<file path="src/rtl/core/nph_ram.sv">
// Generic single-write, single-read synchronous RAM with a registered read.
// No dependencies.
`timescale 1ns / 1ps

module nph_ram #(
  parameter int WIDTH = 32,
  parameter int DEPTH = 120
) (
  input  logic                     clk,
  input  logic                     we,
  input  logic [$clog2(DEPTH)-1:0] waddr,
  input  logic [WIDTH-1:0]         wdata,
  input  logic [$clog2(DEPTH)-1:0] raddr,
  output logic [WIDTH-1:0]         rdata
);

  logic [WIDTH-1:0] mem [DEPTH];

  // Write port and registered read port.
  always_ff @(posedge clk) begin
    if (we) begin
      mem[waddr] <= wdata;
    end
    rdata <= mem[raddr];
  end

endmodule

</file>
<file path="config.mk">
export PLATFORM = sky130hd
export DESIGN_NAME = nph_ram
export DESIGN_NICKNAME = d
export VERILOG_FILES = /design/src/rtl/core/nph_ram.sv
export SDC_FILE = /design/constraint.sdc
export NUM_CORES = 2
export LEC_CHECK = 0
export BUFFER_PORTS_ARGS = -buffer_cell sky130_fd_sc_hd__buf_4
export CAP_MARGIN = 20
export CORE_MARGIN = 2
export CORE_UTILIZATION = 55
export CTS_BUF_LIST = sky130_fd_sc_hd__clkbuf_4 sky130_fd_sc_hd__clkbuf_8 sky130_fd_sc_hd__clkbuf_16
export CTS_CLUSTER_DIAMETER = 60
export DETAILED_ROUTE_END_ITERATION = 16
export GPL_TIMING_DRIVEN = 0
export HOLD_SLACK_MARGIN = 0.15
export PLACE_DENSITY_LB_ADDON = 0.1
export SYNTH_ARGS = -nofsm -noshare
export SYNTH_HDL_FRONTEND = slang
export SYNTH_SLANG_ARGS = --single-unit
</file>
<file path="constraint.sdc">
create_clock -name clk -period 11.5 [get_ports clk]
set_input_delay 0.575 -clock clk [delete_from_list [all_inputs] [get_ports clk]]
set_output_delay 0.575 -clock clk [all_outputs]
set_load 0.005 [all_outputs]
</file>
==> impl_metrics.sql <==
INSERT INTO impl_metrics (metric_group, metric, value, unit) VALUES
('outcome', 'result_of_the_run', 'finished, final reports clean', ''),
('cells_and_area', 'final_util', '0.6518', ''),
('cells_and_area', 'layout_cells_sized_above_1', '0.3401', ''),
('cts', 'cts-htree-levels', '5', ''),
('cts', 'tritoncts', 'done', ''),
('yosys', 'synthesis.nets', '6400', ''),
('power_and_ir_drop', 'power.density', '174.0', 'mW/mm²'),
('place', 'place_hpwl', '410.4', 'mm'),
('yosys', 'synth_warnings', '0', ''),
('timing', 'timing.final.setup_violations', '0', ''),
('power_and_ir_drop', 'power', '0.03036', 'W'),
('routing', 'avgRoutedWirePerCell', '52.68', 'µm'),
('power_and_ir_drop', 'swShare', '0.2273', ''),
('routing', 'drtAntennaViolNets', '0', ''),
('power_and_ir_drop', 'combinationalPowerShare', '0.065', ''),
('power_and_ir_drop', 'p_int', '0.02345', 'W'),
('yosys', 'synth.ff_latch_count', '3872', ''),
('critical_path', 'timing.critical_path.to_type', 'flop', ''),
('timing', 'achievable-frequency', '152.8', 'MHz'),
('cts', 'numClockSinks', '3872', ''),
('global_route', 'groute.usage.overall', '0.4333', ''),
('cells_and_area', 'final_cell_mix', '3840 x sky130_fd_sc_hd__edfxtp_1, 1067 x sky130_fd_sc_hd__mux4_2, 396 x sky130_fd_sc_hd__clkbuf_16, 302 x sky130_fd_sc_hd__nand2_1, 204 x sky130_fd_sc_hd__buf_12', ''),
('timing', 'rsz0062_at_grt', 'no', ''),
('routing', 'detailedRoute.firstIterationViolations', '18640', ''),
('floorplanning', 'floorplan.rows', '190', ''),
('place', 'port-buffer-count', '71', ''),
('timing', 'timing.final.hold_violations', '0', ''),
('global_route', 'first_global_vias', '77260', ''),
('worst_hold_path', 'holdCritPathClass', 'primary input to flop', ''),
('critical_path', 'worstSetupStartpoint', 'raddr[3]', ''),
('global_route', 'grt.overflow.total', '0', ''),
('critical_path', 'worst-setup-path-type', 'primary input to flop', ''),
('timing', 'report.final.slew_viol_count', '0', ''),
('yosys', 'synth_area', '0.1479', 'mm²'),
('critical_path', 'r2r_start', 'mem[61][4]', ''),
('yosys', 'synth-edff-count', '3840', ''),
('yosys', 'yosysSeqAreaShare', '0.7842', ''),
('critical_path', 'reg2regPathDepth', '6', ''),
('critical_path', 'timing.critical_path.slowest_cell_delay', '1.15', 'ns'),
('floorplanning', 'die_y', '522.5', 'µm'),
('yosys', 'synth_area_per_cell', '23.28', 'µm²'),
('cts', 'postCtsSetupBuffers', '0', ''),
('floorplanning', 'floorplan.core_area', '0.2677', 'mm²'),
('critical_path', 'cells_along_the_critical_path', 'clkbuf_1 > clkinv_1 > buf_2 > clkbuf_2 > buf_12 > nand2_1 > o22ai_1 > a211oi_1 > o21ai_0 > a211oi_1', ''),
('cts', 'cts.path.max_buffers', '4', ''),
('yosys', 'postSynthCellCount', '6352', ''),
('critical_path', 'worst_path_most_repeated_cell', 'sky130_fd_sc_hd__a211oi_1', ''),
('timing', 'timing.hold.ws', '0.1372', 'ns'),
('place', 'gpl.final_weighted_congestion', '0.9911', ''),
('timing', 'timing.final.crit_share', '0.5689', ''),
('floorplanning', 'starting_density_of_the_core', '0.5524', ''),
('yosys', 'yosysTopAreaCell', 'sky130_fd_sc_hd__edfxtp_1', ''),
('critical_path', 'required', '12.29', 'ns'),
('yosys', 'netlist_top_cells_area', 'sky130_fd_sc_hd__edfxtp_1 78%, sky130_fd_sc_hd__mux4_2 16%, sky130_fd_sc_hd__nand2_1 0.77%', ''),
('cts', 'cts_root_buf', 'sky130_fd_sc_hd__clkbuf_16', ''),
('routing', 'finalWirelength', '588.3', 'mm'),
('routing', 'vias_per_cell', '7.544', ''),
('routing', 'firstDrtPassIters', '6', ''),
('timing', 'finClkSkew', '0.04048', 'ns'),
('routing', 'via_count_of_the_routed_design', '84250', ''),
('worst_hold_path', 'holdPathStages', '1', ''),
('place', 'dpl-instance-area', '0.1610', 'mm²'),
('global_route', 'grt_first_pass_wirelength', '751.5', 'mm'),
('floorplanning', 'die_area', '0.2730', 'mm²'),
('critical_path', 'crit_path_top_delay_cell', 'sky130_fd_sc_hd__clkinv_1', ''),
('power_and_ir_drop', 'clockPowerShare', '0.422', ''),
('yosys', 'synth_top_area_frac', '0.7798', ''),
('run', 'max_cap_violations', '0', ''),
('routing', 'residual_drc_count', '0', ''),
('floorplanning', 'io_pins', '80', ''),
('global_route', 'grt_antenna_before_repair', '59', '');
[worst paths after layout]
path	endpoint	slack, ns
max reg2reg	rdata[4]	8.08
min	mem[64][23]	0.14
min reg2reg	rdata[29]	1.05
max	rdata[28]	4.96
[power groups by stage]
| stage | clock (W) | sequential, W | combinational [W] |
|---|---|---|---|
| 2_1_floorplan | 0 | 0.0159 | 0.000769 |
| 3_3_place_gp | 0 | 0.0159 | 0.00171 |
| 3_5_place_dp | 0 | 0.0159 | 0.00183 |
| 4_1_cts | 0.0127 | 0.0156 | 0.00184 |
| 5_1_grt | 0.0133 | 0.0156 | 0.00193 |
| 6_report | 0.0128 | 0.0156 | 0.00196 |
[metal layers]
layer  routed length, µm  vias up  track usage
li1                    -    28960            -
met1              184600    44110       0.5483
met2              251000     8947       0.6127
met3               98320     2189       0.1757
met4               53990       36       0.3033
met5                 460        -     0.003335
[sequential cells by signal, indices dropped and copies added, names as in the netlist]
register	count
mem	3840
rdata	32
[layout make-up]
type / instances / area [µm²] / share of cell area
Inverter: 8 / 30.03 / 0.0001721
Buffer: 345 / 1871 / 0.01072
Timing Repair Buffer: 491 / 8359 / 0.04791
Antenna cell: 43 / 107.6 / 0.0006167
Clock inverter: 249 / 2186 / 0.01253
Multi-Input combinational cell: 2127 / 30980 / 0.1776
Sequential cell: 3872 / 116000 / 0.6645
Clock buffer: 480 / 10550 / 0.06048
Tap cell: 3552 / 4444 / 0.02547
[synth_stat cells, types with 10 or more instances]
master                     count
sky130_fd_sc_hd__mux2_2       52
sky130_fd_sc_hd__nand2b_1     10
sky130_fd_sc_hd__a311o_1      11
sky130_fd_sc_hd__o21ai_0      43
sky130_fd_sc_hd__nand2_1     302
sky130_fd_sc_hd__nor2_1      201
sky130_fd_sc_hd__and3_1       13
sky130_fd_sc_hd__a31oi_1      19
sky130_fd_sc_hd__o22ai_1      51
sky130_fd_sc_hd__nor3_1       17
sky130_fd_sc_hd__and2_1       18
sky130_fd_sc_hd__dfxtp_1      32
sky130_fd_sc_hd__nor2b_1      11
sky130_fd_sc_hd__mux2i_1      91
sky130_fd_sc_hd__buf_2       107
sky130_fd_sc_hd__mux4_2     1067
sky130_fd_sc_hd__edfxtp_1   3840
sky130_fd_sc_hd__clkbuf_1    116
sky130_fd_sc_hd__a211oi_1     39
sky130_fd_sc_hd__buf_6        22
sky130_fd_sc_hd__buf_1        43
sky130_fd_sc_hd__a21oi_1      38
sky130_fd_sc_hd__buf_4        56
sky130_fd_sc_hd__nand3_1      52
[metrics by stage]
| step | instances | setup WS (ns) | TNS (ns) |
|---|---|---|---|
| 5_1_grt | 11140 | 5.637 | 0 |
| 2_1_floorplan | 6352 | 6.840 | 0 |
| 6_report | 11170 | 4.957 | 0 |
| 3_3_place_gp | 9975 | -1.650 | -52.11 |
| 4_1_cts | 11100 | 5.694 | 0 |
| 3_5_place_dp | 10350 | 4.715 | 0 |
[logic make-up (layout without fill, tap and decap cells)]
| family | after synthesis | after routing | synth area share |
|---|---|---|---|
| flops | 3872 | 3872 | 0.7842 |
| mux | 1210 | 1210 | 0.1726 |
| simple gates | 645 | 645 | 0.01824 |
| buf+inv | 353 | 1573 | 0.01248 |
| compound gates | 272 | 272 | 0.01248 |
| other cells | 0 | 43 | 0 |
[critical path, delay by kind of cell]
family	cells	cell delay, ns
buffers and inverters	5	3.27
AO/OA/AOI/OAI	4	2.52
AND/OR/NAND/NOR	1	0.89
[what timing repair did]
action / in CTS / in global routing
hold buffers: 15 / 9
resized for setup: 0 / 0
endpoints found under the hold margin: 501 / 302
Power figures use the tool's default switching activity.
